--- src/rtl/core/ita_pkg.sv ---
// ----------------------------------------------------------------------------
// ita_pkg
// Shared codes, character constants and helper types for the integer to
// ASCII text core.
// ----------------------------------------------------------------------------
package ita_pkg;

  // Operation codes; the unused code falls through to unsigned decimal
  localparam logic [1:0] OP_SIGNED   = 2'd0;
  localparam logic [1:0] OP_UNSIGNED = 2'd1;
  localparam logic [1:0] OP_HEX      = 2'd2;

  localparam logic [7:0] CHAR_MINUS = 8'h2D;
  localparam logic [7:0] CHAR_ZERO  = 8'h30;
  localparam logic [7:0] CHAR_X     = 8'h78;

  // Upper bound on characters per number
  localparam int RESULT_LIMIT = 20;
  localparam int CHAR_CNT_W   = $clog2(RESULT_LIMIT + 1);

  typedef struct packed {
    logic start;
    logic hex;
  } ita_conv_req_t;

  typedef struct packed {
    logic start;
    logic neg;
    logic hex;
  } ita_emit_req_t;

  function automatic logic [7:0] digit_char(input logic [3:0] d);
    logic [7:0] c;
    if (d < 4'd10) begin
      c = CHAR_ZERO + {4'd0, d};
    end else begin
      c = 8'h37 + {4'd0, d};
    end
    return c;
  endfunction

endpackage

--- src/rtl/core/ita_conv.sv ---
// ----------------------------------------------------------------------------
// ita_conv
// Bit-serial shift-add-3 converter: one magnitude bit enters per cycle, the
// digit cells correct and shift in parallel; hex mode skips the correction.
// ----------------------------------------------------------------------------
module ita_conv #(
  parameter int VALUE_BITS = 64,
  parameter int MAX_DIGITS = 20
) (
  input  logic                                 clk,
  input  logic                                 rst_n,
  input  ita_pkg::ita_conv_req_t               req,
  input  logic [VALUE_BITS-1:0]                mag,
  output logic                                 done,
  output logic [3:0]                           digits [MAX_DIGITS],
  output logic [$clog2(MAX_DIGITS+1)-1:0]      count
);
  import ita_pkg::*;

  localparam int BW = $clog2(VALUE_BITS + 1);
  localparam int CW = $clog2(MAX_DIGITS + 1);

  logic                  busy_r;
  logic                  done_r;
  logic                  hex_r;
  logic [BW-1:0]         bits_r;
  logic [VALUE_BITS-1:0] shreg_r;
  logic [3:0]            dig_r   [MAX_DIGITS];
  logic [3:0]            corr    [MAX_DIGITS];
  logic [3:0]            dig_nxt [MAX_DIGITS];
  logic                  carry   [MAX_DIGITS];
  logic [CW-1:0]         cnt_r;
  logic                  grow;

  always_comb begin
    for (int i = 0; i < MAX_DIGITS; i++) begin
      if (!hex_r && dig_r[i] >= 4'd5) begin
        corr[i] = dig_r[i] + 4'd3;
      end else begin
        corr[i] = dig_r[i];
      end
    end
    carry[0] = shreg_r[VALUE_BITS-1];
    for (int i = 1; i < MAX_DIGITS; i++) begin
      carry[i] = corr[i-1][3];
    end
    for (int i = 0; i < MAX_DIGITS; i++) begin
      dig_nxt[i] = {corr[i][2:0], carry[i]};
    end
    // a one moving into the first unused digit makes it significant
    grow = (cnt_r == '0) ? shreg_r[VALUE_BITS-1] : 1'b0;
    for (int i = 0; i < MAX_DIGITS - 1; i++) begin
      if (cnt_r == CW'(i + 1)) begin
        grow = corr[i][3];
      end
    end
  end

  always_ff @(posedge clk) begin
    if (!rst_n) begin
      busy_r <= 1'b0;
      done_r <= 1'b0;
      bits_r <= '0;
      cnt_r  <= '0;
    end else begin
      done_r <= 1'b0;
      if (req.start) begin
        busy_r <= 1'b1;
        bits_r <= BW'(VALUE_BITS);
        cnt_r  <= '0;
      end else if (busy_r) begin
        bits_r <= bits_r - 1'b1;
        if (grow) begin
          cnt_r <= cnt_r + 1'b1;
        end
        if (bits_r == BW'(1)) begin
          busy_r <= 1'b0;
          done_r <= 1'b1;
        end
      end
    end
  end

  always_ff @(posedge clk) begin
    if (req.start) begin
      hex_r   <= req.hex;
      shreg_r <= mag;
      for (int i = 0; i < MAX_DIGITS; i++) begin
        dig_r[i] <= 4'd0;
      end
    end else if (busy_r) begin
      shreg_r <= {shreg_r[VALUE_BITS-2:0], 1'b0};
      for (int i = 0; i < MAX_DIGITS; i++) begin
        dig_r[i] <= dig_nxt[i];
      end
    end
  end

  assign done   = done_r;
  assign digits = dig_r;
  assign count  = cnt_r;

endmodule

--- src/rtl/core/ita_emit.sv ---
// ----------------------------------------------------------------------------
// ita_emit
// Character sequencer: sign, hex prefix, then digits from the most
// significant down, into a registered output stage.
// ----------------------------------------------------------------------------
module ita_emit #(
  parameter int MAX_DIGITS = 20
) (
  input  logic                            clk,
  input  logic                            rst_n,
  input  ita_pkg::ita_emit_req_t          req,
  input  logic [3:0]                      digits [MAX_DIGITS],
  input  logic [$clog2(MAX_DIGITS+1)-1:0] count,
  output logic                            out_tvalid,
  input  logic                            out_tready,
  output logic [7:0]                      out_tdata,
  output logic                            out_tlast,
  output logic                            finish
);
  import ita_pkg::*;

  localparam int IW = $clog2(MAX_DIGITS);
  localparam int CW = $clog2(MAX_DIGITS + 1);

  localparam logic [2:0] ST_IDLE  = 3'd0;
  localparam logic [2:0] ST_MINUS = 3'd1;
  localparam logic [2:0] ST_ZERO  = 3'd2;
  localparam logic [2:0] ST_X     = 3'd3;
  localparam logic [2:0] ST_DIGIT = 3'd4;

  logic [2:0]            state_r;
  logic [2:0]            state_nxt;
  logic [IW-1:0]         idx_r;
  logic [CHAR_CNT_W-1:0] nch_r;
  logic                  valid_r;
  logic [7:0]            data_r;
  logic                  last_r;
  logic [CW-1:0]         ndig;
  logic                  adv;
  logic                  load;
  logic                  fin;
  logic                  lim;
  logic [7:0]            ch;

  assign ndig = (count == '0) ? CW'(1) : count;
  assign adv  = !valid_r || out_tready;
  assign load = adv && (state_r != ST_IDLE);
  assign lim  = (nch_r == CHAR_CNT_W'(RESULT_LIMIT - 1));

  always_comb begin
    ch        = CHAR_ZERO;
    fin       = lim;
    state_nxt = ST_IDLE;
    case (state_r)
      ST_MINUS: begin
        ch        = CHAR_MINUS;
        state_nxt = ST_DIGIT;
      end
      ST_ZERO: begin
        ch        = CHAR_ZERO;
        state_nxt = ST_X;
      end
      ST_X: begin
        ch        = CHAR_X;
        state_nxt = ST_DIGIT;
      end
      ST_DIGIT: begin
        ch        = digit_char(digits[idx_r]);
        fin       = lim || (idx_r == '0);
        state_nxt = ST_DIGIT;
      end
      default: begin
        fin       = 1'b0;
        state_nxt = ST_IDLE;
      end
    endcase
  end

  always_ff @(posedge clk) begin
    if (!rst_n) begin
      state_r <= ST_IDLE;
      nch_r   <= '0;
      idx_r   <= '0;
      valid_r <= 1'b0;
    end else begin
      if (load) begin
        valid_r <= 1'b1;
      end else if (out_tready) begin
        valid_r <= 1'b0;
      end
      if (req.start) begin
        nch_r <= '0;
        idx_r <= IW'(ndig - 1'b1);
        if (req.neg) begin
          state_r <= ST_MINUS;
        end else if (req.hex) begin
          state_r <= ST_ZERO;
        end else begin
          state_r <= ST_DIGIT;
        end
      end else if (load) begin
        nch_r   <= nch_r + 1'b1;
        state_r <= fin ? ST_IDLE : state_nxt;
        if (state_r == ST_DIGIT) begin
          idx_r <= idx_r - 1'b1;
        end
      end
    end
  end

  always_ff @(posedge clk) begin
    if (load) begin
      data_r <= ch;
      last_r <= fin;
    end
  end

  assign out_tvalid = valid_r;
  assign out_tdata  = data_r;
  assign out_tlast  = last_r;
  assign finish     = load && fin;

endmodule

--- src/rtl/core/integer_to_ascii_text_core.sv ---
// ----------------------------------------------------------------------------
// integer_to_ascii_text_core
// Formats one integer as ASCII text: signed or unsigned decimal, or 0x hex.
// ----------------------------------------------------------------------------
// Usage:
//   The input stream carries one number per transfer (operation code and
//   value). The output stream returns its text one character per transfer,
//   most significant first, with out_tlast on the final character.
//   Signed decimal leads with '-' for negative values; hex leads with "0x"
//   and drops leading zeros; zero gives a single '0' digit.
// Sequence and throughput:
//   The converter shifts one value bit per cycle through the digit cells,
//   starting on acceptance. Its done flag, the sequencer state and the
//   output register lie between the last bit and the first character; then
//   one character per cycle follows while the receiver keeps out_tready high.
//   The next number is taken once the final character sits in the output register.
// Reset and stalls:
//   Synchronous active-low reset returns to idle with nothing pending.
//   While out_tready is low the current character is held and the sequencer
//   waits; no character is lost or repeated.
// ----------------------------------------------------------------------------
module integer_to_ascii_text_core #(
  parameter int VALUE_BITS = 64,
  parameter int MAX_DIGITS = 20
) (
  input  logic        clk,
  input  logic        rst_n,
  input  logic        in_tvalid,
  output logic        in_tready,
  input  logic [71:0] in_tdata,   // [1:0] operation, [65:2] value, [71:66] zero
  output logic        out_tvalid,
  input  logic        out_tready,
  output logic [7:0]  out_tdata,  // [7:0] character
  output logic        out_tlast
);
  import ita_pkg::*;

  localparam int CW = $clog2(MAX_DIGITS + 1);

  logic                  busy_r;
  logic                  neg_r;
  logic                  hex_r;
  logic                  accept;
  logic [1:0]            op;
  logic [VALUE_BITS-1:0] val;
  logic                  neg;
  logic [VALUE_BITS-1:0] mag;
  ita_conv_req_t         conv_req;
  ita_emit_req_t         emit_req;
  logic                  conv_done;
  logic [3:0]            digits [MAX_DIGITS];
  logic [CW-1:0]         count;
  logic                  finish;

  // One number in flight: take a new one only once the last character is loaded into the output register
  assign in_tready = !busy_r;
  assign accept    = in_tvalid && in_tready;

  // Keep only the low VALUE_BITS; negate two's complement for negative signed input
  assign op  = in_tdata[1:0];
  assign val = in_tdata[VALUE_BITS+1:2];
  assign neg = (op == OP_SIGNED) && val[VALUE_BITS-1];
  assign mag = neg ? (~val + 1'b1) : val;

  assign conv_req.start = accept;
  assign conv_req.hex   = (op == OP_HEX);

  always_ff @(posedge clk) begin
    if (!rst_n) begin
      busy_r <= 1'b0;
    end else if (accept) begin
      busy_r <= 1'b1;
    end else if (finish) begin
      busy_r <= 1'b0;
    end
  end

  always_ff @(posedge clk) begin
    if (accept) begin
      neg_r <= neg;
      hex_r <= (op == OP_HEX);
    end
  end

  ita_conv #(
    .VALUE_BITS (VALUE_BITS),
    .MAX_DIGITS (MAX_DIGITS)
  ) u_conv (
    .clk    (clk),
    .rst_n  (rst_n),
    .req    (conv_req),
    .mag    (mag),
    .done   (conv_done),
    .digits (digits),
    .count  (count)
  );

  // Start emission as soon as the last bit has passed the digit cells
  assign emit_req.start = conv_done;
  assign emit_req.neg   = neg_r;
  assign emit_req.hex   = hex_r;

  ita_emit #(
    .MAX_DIGITS (MAX_DIGITS)
  ) u_emit (
    .clk        (clk),
    .rst_n      (rst_n),
    .req        (emit_req),
    .digits     (digits),
    .count      (count),
    .out_tvalid (out_tvalid),
    .out_tready (out_tready),
    .out_tdata  (out_tdata),
    .out_tlast  (out_tlast),
    .finish     (finish)
  );

endmodule

--- config.mk ---
export PLATFORM = sky130hd
export DESIGN_NAME = integer_to_ascii_text_core
export DESIGN_NICKNAME = d
export VERILOG_FILES = /design/src/rtl/core/ita_pkg.sv /design/src/rtl/core/ita_conv.sv /design/src/rtl/core/ita_emit.sv /design/src/rtl/core/integer_to_ascii_text_core.sv
export SDC_FILE = /design/constraint.sdc
export NUM_CORES = 1
export LEC_CHECK = 0
export ABC_AREA = 1
export ABC_CLOCK_PERIOD_IN_PS = 5500
export BUFFER_PORTS_ARGS = -buffer_cell sky130_fd_sc_hd__buf_4
export CAP_MARGIN = 15
export CORE_ASPECT_RATIO = 2
export CORE_MARGIN = 3
export CORE_UTILIZATION = 56
export DETAILED_ROUTE_END_ITERATION = 12
export PLACE_DENSITY = 0.85
export SYNTH_ARGS = -nofsm -noshare
export SYNTH_HDL_FRONTEND = slang
export SYNTH_SLANG_ARGS = --single-unit
--- constraint.sdc ---
create_clock -name clk -period 5.5 [get_ports clk]
set_input_delay 0.55 -clock clk [delete_from_list [all_inputs] [get_ports clk]]
set_output_delay 0.55 -clock clk [all_outputs]
set_load 0.1 [all_outputs]
==> results of run 1 <==
## placed cells by master, fill, tap and decap left out, drive strengths merged, types with 3 or more instances in the layout
cell type,synthesis,final
edfxtp,74,74
xor2,53,53
o21ai,173,173
clkinv,2,7
o31ai,4,4
o211ai,12,12
inv,214,215
dfxtp,109,109
a21oi,127,127
o32ai,41,41
o2bb2ai,19,19
ha,51,51
o221ai,3,3
o22ai,18,18
clkbuf,39,21
nor3b,5,5
a31oi,13,13
clkinvlp,0,3
nor4,18,18
o311ai,3,3
nor2,161,161
nand4,11,11
nand2,234,234
buf,15,91
nand3,39,39
xnor2,28,28
nor3,39,39
## flip-flops by register name (all words and copies together), names as in the netlist, 3 cells and up
name and flops:
u_conv.digits 80, u_emit.nch_r 5, u_conv.count 5, u_emit.out_tdata 7
u_emit.state_r 3, u_emit.idx_r 5, u_conv.bits_r 7, u_conv.shreg_r 64
## cells by family after synthesis
| group | Yosys count |
|---|---|
| xor+xnor | 81 |
| flops | 183 |
| simple gates | 512 |
| other cells | 1 |
| compound gates | 420 |
| fa+ha+maj | 51 |
| buf+inv | 270 |
## layout make-up
class	instances	area share, %
Clock buffer	21	3.747
Clock inverter	11	0.9416
Inverter	216	6.309
Multi-Input combinational cell	1065	46.99
Sequential cell	183	34.17
Tap cell	262	2.543
Timing Repair Buffer	91	5.300
## per-stage QoR
| step | util (%) | cells |
|---|---|---|
| after floorplan | - | 1518 |
| after global placement | 61.42 | 1817 |
| after detailed placement | 61.42 | 1817 |
| after CTS | 64.44 | 1849 |
| after global routing | 64.44 | 1849 |
| final | 64.44 | 1849 |
## final timing paths
path	depth (start not counted)	start	to	slack, ps
hold / removal	2	in_tdata[0]	u_conv.hex_r	400
setup reg to reg	11	u_emit.idx_r[0]	u_emit.out_tdata[2]	2300
hold reg to reg	2	busy_r	busy_r	480
setup / recovery	11	u_emit.idx_r[0]	u_emit.out_tdata[2]	2300
## power by group
| part | switching (uW) | internal, uW | leakage (uW) | total (uW) |
|---|---|---|---|---|
| sequential | 77.4 | 1610 | 0.00161 | 1680 |
| combinational | 905 | 358 | 0.00287 | 1260 |
| clock | 536 | 722 | 0.000290 | 1260 |
| total | 1520 | 2690 | 0.00477 | 4200 |
## per-layer routing
layer,GRT usage [%],vias up,share of wire [%]
met1,26.00,5047,35
li1,-,5291,-
met2,48.73,389,55
met5,0,-,0
met4,17.26,0,6.3
met3,4.098,127,4.1
## worst max-delay path: stages, from the launching register on
cell	delay [ps]
dfxtp_1	310
inv_1	350
buf_4	330
a21oi_1	100
o311ai_0	340
nand3_1	210
o21ai_0	410
o21ai_0	300
a21oi_1	260
o21ai_0	120
o21ai_0	100
o21ai_0	100
==> results.yml, run 1 <==
cts:
  htree_levels: 4
  cts_resized: 0
  cts_buffer_depth: 2
  postCtsHoldBufs: 0
  clock_latency_ps: 440
  cts-buffers-inserted: 17
  path_clk_slew_ps: 70
  post_cts_buffers: 0
  cts_root_buf: "clkbuf_16"
  cts_sinks: 183
  cts_tree: "yes"
worst_setup_path:
  crit_required_ps: 5690
  start_kind: "flip-flop"
  cp-end-kind: "flip-flop"
  arrival_ps: 3380
  path_class: "flip-flop to flip-flop"
  cp_max_fo: 21
layout:
  layout.nets: 1701
  fillers: 1654
  syn2layout_area_growth_pct: 12.31
  layout-drive-gt1-share_pct: 9.515
  multi_input_area_sq_um: 6057
  seq_area_sq_um: 4404
  finalInstanceArea_sq_um: 12890
  antenna_cells: 0
power_and_ir_drop:
  power_density_nw_per_um2: 326.2
  ir_drop_mv: 0.2634
  power_uw: 4205
  leakagePower_uw: 0.004771
synthesis:
  synth-simple-area-share_pct: 19.45
  netlist_top_cells_area: "edfxtp_1, dfxtp_1, nand2_1, o21ai_0, inv_1"
  netlist_area_sq_um: 11480
  avgSynthCellArea_sq_um: 7.561
  synth_top_family_by_area: "compound AO/OA/AOI/OAI gates"
  async_flop_share_pct: 0
  synth-seq-cells: 183
  synthAdderAreaFrac_pct: 5.560
  yosysSeqAreaShare_pct: 38.37
  syn_nets: 1645
  synth-compound-area-share_pct: 21.47
  synth_edf_count: 74
  synth_top_area_cell: "edfxtp_1"
  synth.most_common_cell: "nand2_1"
  synth_flop_cell: "dfxtp_1"
  synth-xor-area-share_pct: 6.181
  synth_top_area_share_pct: 19.36
  ys_top_cells_by_count: "nand2_1, inv_1, o21ai_0, nor2_1, a21oi_1"
  synthCells: 1518
  ys_types: 51
  synth_warnings: 0
  synth_mux_area_share_pct: 0
global_routing:
  grt_max_degree: 99
  grt_pass1_wl_microns: 47800
  grt_overflow_total: 0
  antenna_found_initial: 0
  grt_pass1_vias: 10650
  grtUsageTotal_pct: 26.23
sta:
  rsz0062_at_grt: "false"
  finalCritPeriodShare_pct: 58.15
  fmax_ghz: 0.3126
  tightestPinTransition_ps: 851.1
  finalHoldViolations: 0
  slew_headroom_pct: 43.26
  whs_ps: 401.3
  setup_slack_ps: 2301
  final_max_slew_viol_count: 0
  finClkSkew_ps: 7.012
  finalSetupTns_ps: 0
  finalCriticalPeriod_ps: 3199
  finalSetupViolCount: 0
die:
  fp.dieW_microns: 107.2
  initial_core_util_pct: 57.38
  coreArea_sq_um: 20000
  die_h_microns: 208.5
  io_pins: 87
  die-area_sq_um: 22350
  fp-row-count: 73
drt:
  via_per_inst: 5.870
  route.detailed.drc: 0
  vias: 10850
  wirelength_microns: 28950
  wl_per_cell_microns: 15.66
  drtIter0Drc: 560
  ant_nets: 0
  first_pass_iters: 5
placed_design:
  gp_congestion: 0.9549
  io_buffers: 79
  dp.final_hpwl_microns: 21140
  placed_area_sq_um: 12290
  place_ws_ps: 1910
flow_run:
  maxCapViolations: 0
min_path:
  hp-class: "input pin to flip-flop"
run_status:
  status: "complete, no violations"
Power figures use the tool's default switching activity.
==> run 2: changes to the inputs <==
--- a/config.mk
+++ b/config.mk
@@ -6,7 +6,7 @@
 export NUM_CORES = 1
 export LEC_CHECK = 0
 export ABC_AREA = 1
-export ABC_CLOCK_PERIOD_IN_PS = 5500
+export ABC_CLOCK_PERIOD_IN_PS = 3200
 export BUFFER_PORTS_ARGS = -buffer_cell sky130_fd_sc_hd__buf_4
 export CAP_MARGIN = 15
 export CORE_ASPECT_RATIO = 2
==> constraint.sdc (replaced) <==
create_clock -name clk -period 3.2 [get_ports clk]
set_input_delay 0.32 -clock clk [delete_from_list [all_inputs] [get_ports clk]]
set_output_delay 0.32 -clock clk [all_outputs]
set_load 0.1 [all_outputs]
==> results.yml, run 2 (synthesized netlist as in run 1, its figures left out) <==
run_status:
  status: "complete, no violations"
drt:
  route.detailed.drc: 0
  ant_nets: 0
  first_pass_iters: 5
  via_per_inst: 5.867
  vias: 10950
  wirelength_microns: 29350
  wl_per_cell_microns: 15.73
  drtIter0Drc: 631
worst_setup_path:
  slowest_stage: "dfxtp_1"
  cp.buffers_inverters: 2
  cp_max_fo: 7
  r2r_start: "u_conv.digits[40]"
  crit_top_cell: "nand2_1"
  critPathTopFamily: "simple AND/OR/NAND/NOR gates"
  arrival_ps: 3220
  crit_required_ps: 3520
  r2r_setup_slack_ps: 300
  path_class: "flip-flop to flip-flop"
  crit_start: "u_conv.digits[40]"
  start_kind: "flip-flop"
  cp-end-kind: "flip-flop"
  crit_chain: "inv_1, ha_1, inv_1, o21ai_0, a21oi_1, o211ai_1, xor2_1, nor2_1, nor2_1, nand2_1, nand2_1, nand2_1, nand2_1, nand2_1, nand2_1, nand2_1, nand2_1, nand2_1, nand2_2, nand2_1, nand2_1, a21oi_1"
  cp_slowest_stage_delay_ps: 390
sta:
  final_max_slew_viol_count: 0
  fmax_ghz: 0.3450
  finalHoldViolations: 0
  finClkSkew_ps: 11.54
  finalCriticalPeriod_ps: 2898
  finalCritPeriodShare_pct: 90.57
  rsz0062_at_grt: "false"
  tightestPinTransition_ps: 849.4
  whs_ps: 180.4
  finalSetupTns_ps: 0
  slew_headroom_pct: 43.37
  finalSetupViolCount: 0
  setup_slack_ps: 301.7
layout:
  final_util_pct: 65.37
  layout-drive-gt1-share_pct: 10.79
  finalInstanceArea_sq_um: 13080
  layout_common_cells: "nand2_1, inv_1, o21ai_0, nor2_1, a21oi_1"
  multi_input_area_sq_um: 6076
  syn2layout_area_growth_pct: 13.92
  layout.nets: 1719
  layout_commonest_cell: "nand2_1"
  fillers: 1638
  seq_area_sq_um: 4405
  antenna_cells: 0
  largest_register_ffs: 80
cts:
  cts_buffer_depth: 2
  cts-buffers-inserted: 17
  path_clk_slew_ps: 70
  cts_tree: "yes"
  cts_sinks: 183
  clock_latency_ps: 440
  htree_levels: 4
  postCtsHoldBufs: 0
  cts_root_buf: "clkbuf_16"
die:
  die_h_microns: 208.5
  fp-row-count: 73
  die-area_sq_um: 22350
  io_pins: 87
  coreArea_sq_um: 20000
  fp.dieW_microns: 107.2
  initial_core_util_pct: 57.38
global_routing:
  grt_pass1_wl_microns: 48660
  antenna_found_initial: 0
  grt_overflow_total: 0
  grt_max_degree: 80
  grt_pass1_vias: 10850
  grtUsageTotal_pct: 26.70
power_and_ir_drop:
  power_density_nw_per_um2: 562.9
  leakagePower_uw: 0.004869
  ir_drop_mv: 0.3557
placed_design:
  place_ws_ps: 96.41
  gp_congestion: 0.9659
  placed_area_sq_um: 12430
  dp.final_hpwl_microns: 21380
  io_buffers: 79
flow_run:
  maxCapViolations: 0
min_path:
  hp-class: "input pin to flip-flop"
  worstHoldStart: "in_tdata[0]"
-- run 2: worst reg2reg max path: stages (launching register included) --
cell and delay, ps:
dfxtp_1 390, inv_1 120, ha_1 230, inv_1 70, o21ai_0 70, a21oi_1 340
o211ai_1 180, xor2_1 300, nor2_1 80, nor2_1 100, nand2_1 60, nand2_1 50
nand2_1 40, nand2_1 50, nand2_1 50, nand2_1 90, nand2_1 50, nand2_1 50
nand2_1 50, nand2_2 120, nand2_1 130, nand2_1 80, a21oi_1 60
-- run 2: through the flow --
step	instances	total power, uW
2_1_floorplan	1518	4428
5_1_grt	1866	7716
3_3_place_gp	1833	5077
6_report	1866	7360
4_1_cts	1864	7352
3_5_place_dp	1833	5130
-- run 2: repair_timing --
item | in CTS | in global routing
resized for setup | 0 | 7
setup endpoints to repair | 0 | 4
setup buffers | 0 | 2
-- run 2: path summary, 6_finish.rpt --
path,end,cells past startpoint
setup / recovery,u_conv.count[0],22
hold / removal,u_conv.hex_r,2
setup reg to reg,u_conv.count[0],22
hold reg to reg,u_conv.bits_r[6],2
-- run 2: power breakdown --
part,switching [uW],leakage (uW),total (uW),internal (uW)
registers,132,0.00161,2890,2760
logic,1580,0.00296,2250,675
clock network,917,0.000291,2220,1300
total,2620,0.00487,7360,4740
-- run 2: area by class of cell --
| type | count | share of cell area [%] |
|---|---|---|
| clock buffer | 19 | 3.311 |
| clock inverter | 12 | 1.349 |
| inverter | 216 | 6.220 |
| multi-input combinational | 1065 | 46.47 |
| sequential | 183 | 33.69 |
| tap | 262 | 2.507 |
| timing repair buffer | 109 | 6.450 |
-- run 2: per-layer routing --
layer,global-route usage [%],routed length [microns],vias to the layer above
li1,-,-,5313
met1,26.71,10250,5106
met5,0,0,-
met2,49.36,15950,395
met4,16.95,1825,0
met3,4.626,1317,133
==> run 3: changes to the inputs <==
--- a/config.mk
+++ b/config.mk
@@ -13,7 +13,7 @@
 export CORE_MARGIN = 3
 export CORE_UTILIZATION = 56
 export DETAILED_ROUTE_END_ITERATION = 12
-export PLACE_DENSITY = 0.85
+export PLACE_DENSITY = 0.84
 export SYNTH_ARGS = -nofsm -noshare
 export SYNTH_HDL_FRONTEND = slang
 export SYNTH_SLANG_ARGS = --single-unit
==> results.yml, run 3 (synthesized netlist as in run 1, its figures left out) <==
sta:
  fmax_ghz: 0.3417
  final_max_slew_viol_count: 0
  finalCriticalPeriod_ps: 2927
  tightestPinTransition_ps: 789.5
  finalSetupTns_ps: 0
  finalCritPeriodShare_pct: 91.47
  slew_headroom_pct: 47.37
  finClkSkew_ps: 5.751
  rsz0062_at_grt: "false"
  finalSetupViolCount: 0
  finalHoldViolations: 0
drt:
  ant_nets: 0
  route.detailed.drc: 0
  drtIter0Drc: 602
  wirelength_microns: 29120
  via_per_inst: 5.818
  first_pass_iters: 8
  wl_per_cell_microns: 15.61
  vias: 10850
layout:
  final_util_pct: 64.92
  antenna_cells: 0
  layout_common_cells: "nand2_1, inv_1, o21ai_0, nor2_1, a21oi_1"
  finalNonFillerCells: 1865
  syn2layout_area_growth_pct: 13.15
  layout.nets: 1717
  largest_register_ffs: 80
  layout_commonest_cell: "nand2_1"
  layout-drive-gt1-share_pct: 10.79
  fillers: 1685
power_and_ir_drop:
  ir_drop_mv: 0.3743
  leakagePower_uw: 0.004824
  power_density_nw_per_um2: 548.9
flow_run:
  maxCapViolations: 0
global_routing:
  grt_pass1_wl_microns: 47970
  antenna_found_initial: 0
  grtUsageTotal_pct: 26.32
  grt_util_met1_pct: 26.29
  busiest_layer: "met2"
  use_met2_pct: 48.56
  grt_pass1_vias: 10730
  grt_use_met3_pct: 4.533
  grt_overflow_total: 0
  grt_max_degree: 94
worst_setup_path:
  slowest_stage: "dfxtp_1"
  cp-end-kind: "flip-flop"
  cp_max_fo: 7
  start_kind: "flip-flop"
  cp_slowest_stage_delay_ps: 450
  path_class: "flip-flop to flip-flop"
  crit_top_cell: "nand2_1"
  crit_required_ps: 3580
  arrival_ps: 3310
die:
  initial_core_util_pct: 57.38
  die-area_sq_um: 22350
  fp-row-count: 73
  die_h_microns: 208.5
  io_pins: 87
  coreArea_sq_um: 20000
  fp.dieW_microns: 107.2
cts:
  postCtsHoldBufs: 0
  clock_latency_ps: 450
  cts_root_buf: "clkbuf_16"
  cts-buffers-inserted: 17
  cts_tree: "yes"
  cts_buffer_depth: 2
  cts_sinks: 183
  path_clk_slew_ps: 70
  htree_levels: 4
placed_design:
  io_buffers: 79
  gp_congestion: 0.9647
  dp_cells: 1833
  dp.final_hpwl_microns: 21430
min_path:
  hp-class: "input pin to flip-flop"
run_status:
  status: "complete, no violations"
==> run 3: worst max-delay path, delay by kind of cell, from the launching register on <==
kind                       cells  cell delay (ps)
DFF                            1              450
and+or+nand+nor               22             1460
buffers and inverters          3              200
AOI/OAI and AO/OA              3              520
adders and majority gates      1              210
==> run 3: final timing paths <==
kind / slack, ps / start / cells past startpoint / end
max: 270 / u_conv.digits[68] / 29 / u_conv.count[1]
min: 180 / in_tdata[0] / 2 / u_conv.hex_r
max reg2reg: 270 / u_conv.digits[68] / 29 / u_conv.count[1]
min reg2reg: 490 / u_conv.bits_r[2] / 1 / u_conv.bits_r[2]
==> run 3: per-stage QoR <==
| step | area, sq um | total power, uW | setup WS, ps | hold slack [ps] |
|---|---|---|---|---|
| 3_3_place_gp | 12420 | 5056 | 137.6 | 458.9 |
| 3_5_place_dp | 12420 | 5110 | 134.0 | 467.3 |
| 6_report | 12990 | 7128 | 273.1 | 179.4 |
| 2_1_floorplan | 11480 | 4428 | 260.0 | 438.4 |
| 4_1_cts | 12970 | 7111 | 219.3 | 156.4 |
| 5_1_grt | 12990 | 7480 | 4.417 | 158.0 |
==> run 3: final cells by class <==
type	count	area [sq um]	share of cell area, %
tap	262	327.8	2.524
clock buffer	17	425.4	3.276
sequential	183	4404	33.91
timing repair buffer	107	815.8	6.282
clock inverter	15	127.6	0.9828
inverter	216	817.0	6.292
multi-input combinational	1065	6068	46.73
==> run 3: routing by layer <==
| metal | up-vias | part of all wire (%) |
|---|---|---|
| met5 | - | 0 |
| met1 | 5024 | 35 |
| met4 | 0 | 6.2 |
| li1 | 5310 | - |
| met2 | 382 | 54 |
| met3 | 134 | 4.6 |
==> run 3: what timing repair did <==
action	CTS	global route
gates resized for setup	0	5
setup endpoints to repair	0	6
setup buffers	0	0
==> run 3: where the power goes <==
part	leakage [uW]	switching, uW	internal, uW
registers	0.00161	130	2760
clock network	0.000259	952	1070
logic	0.00295	1560	660
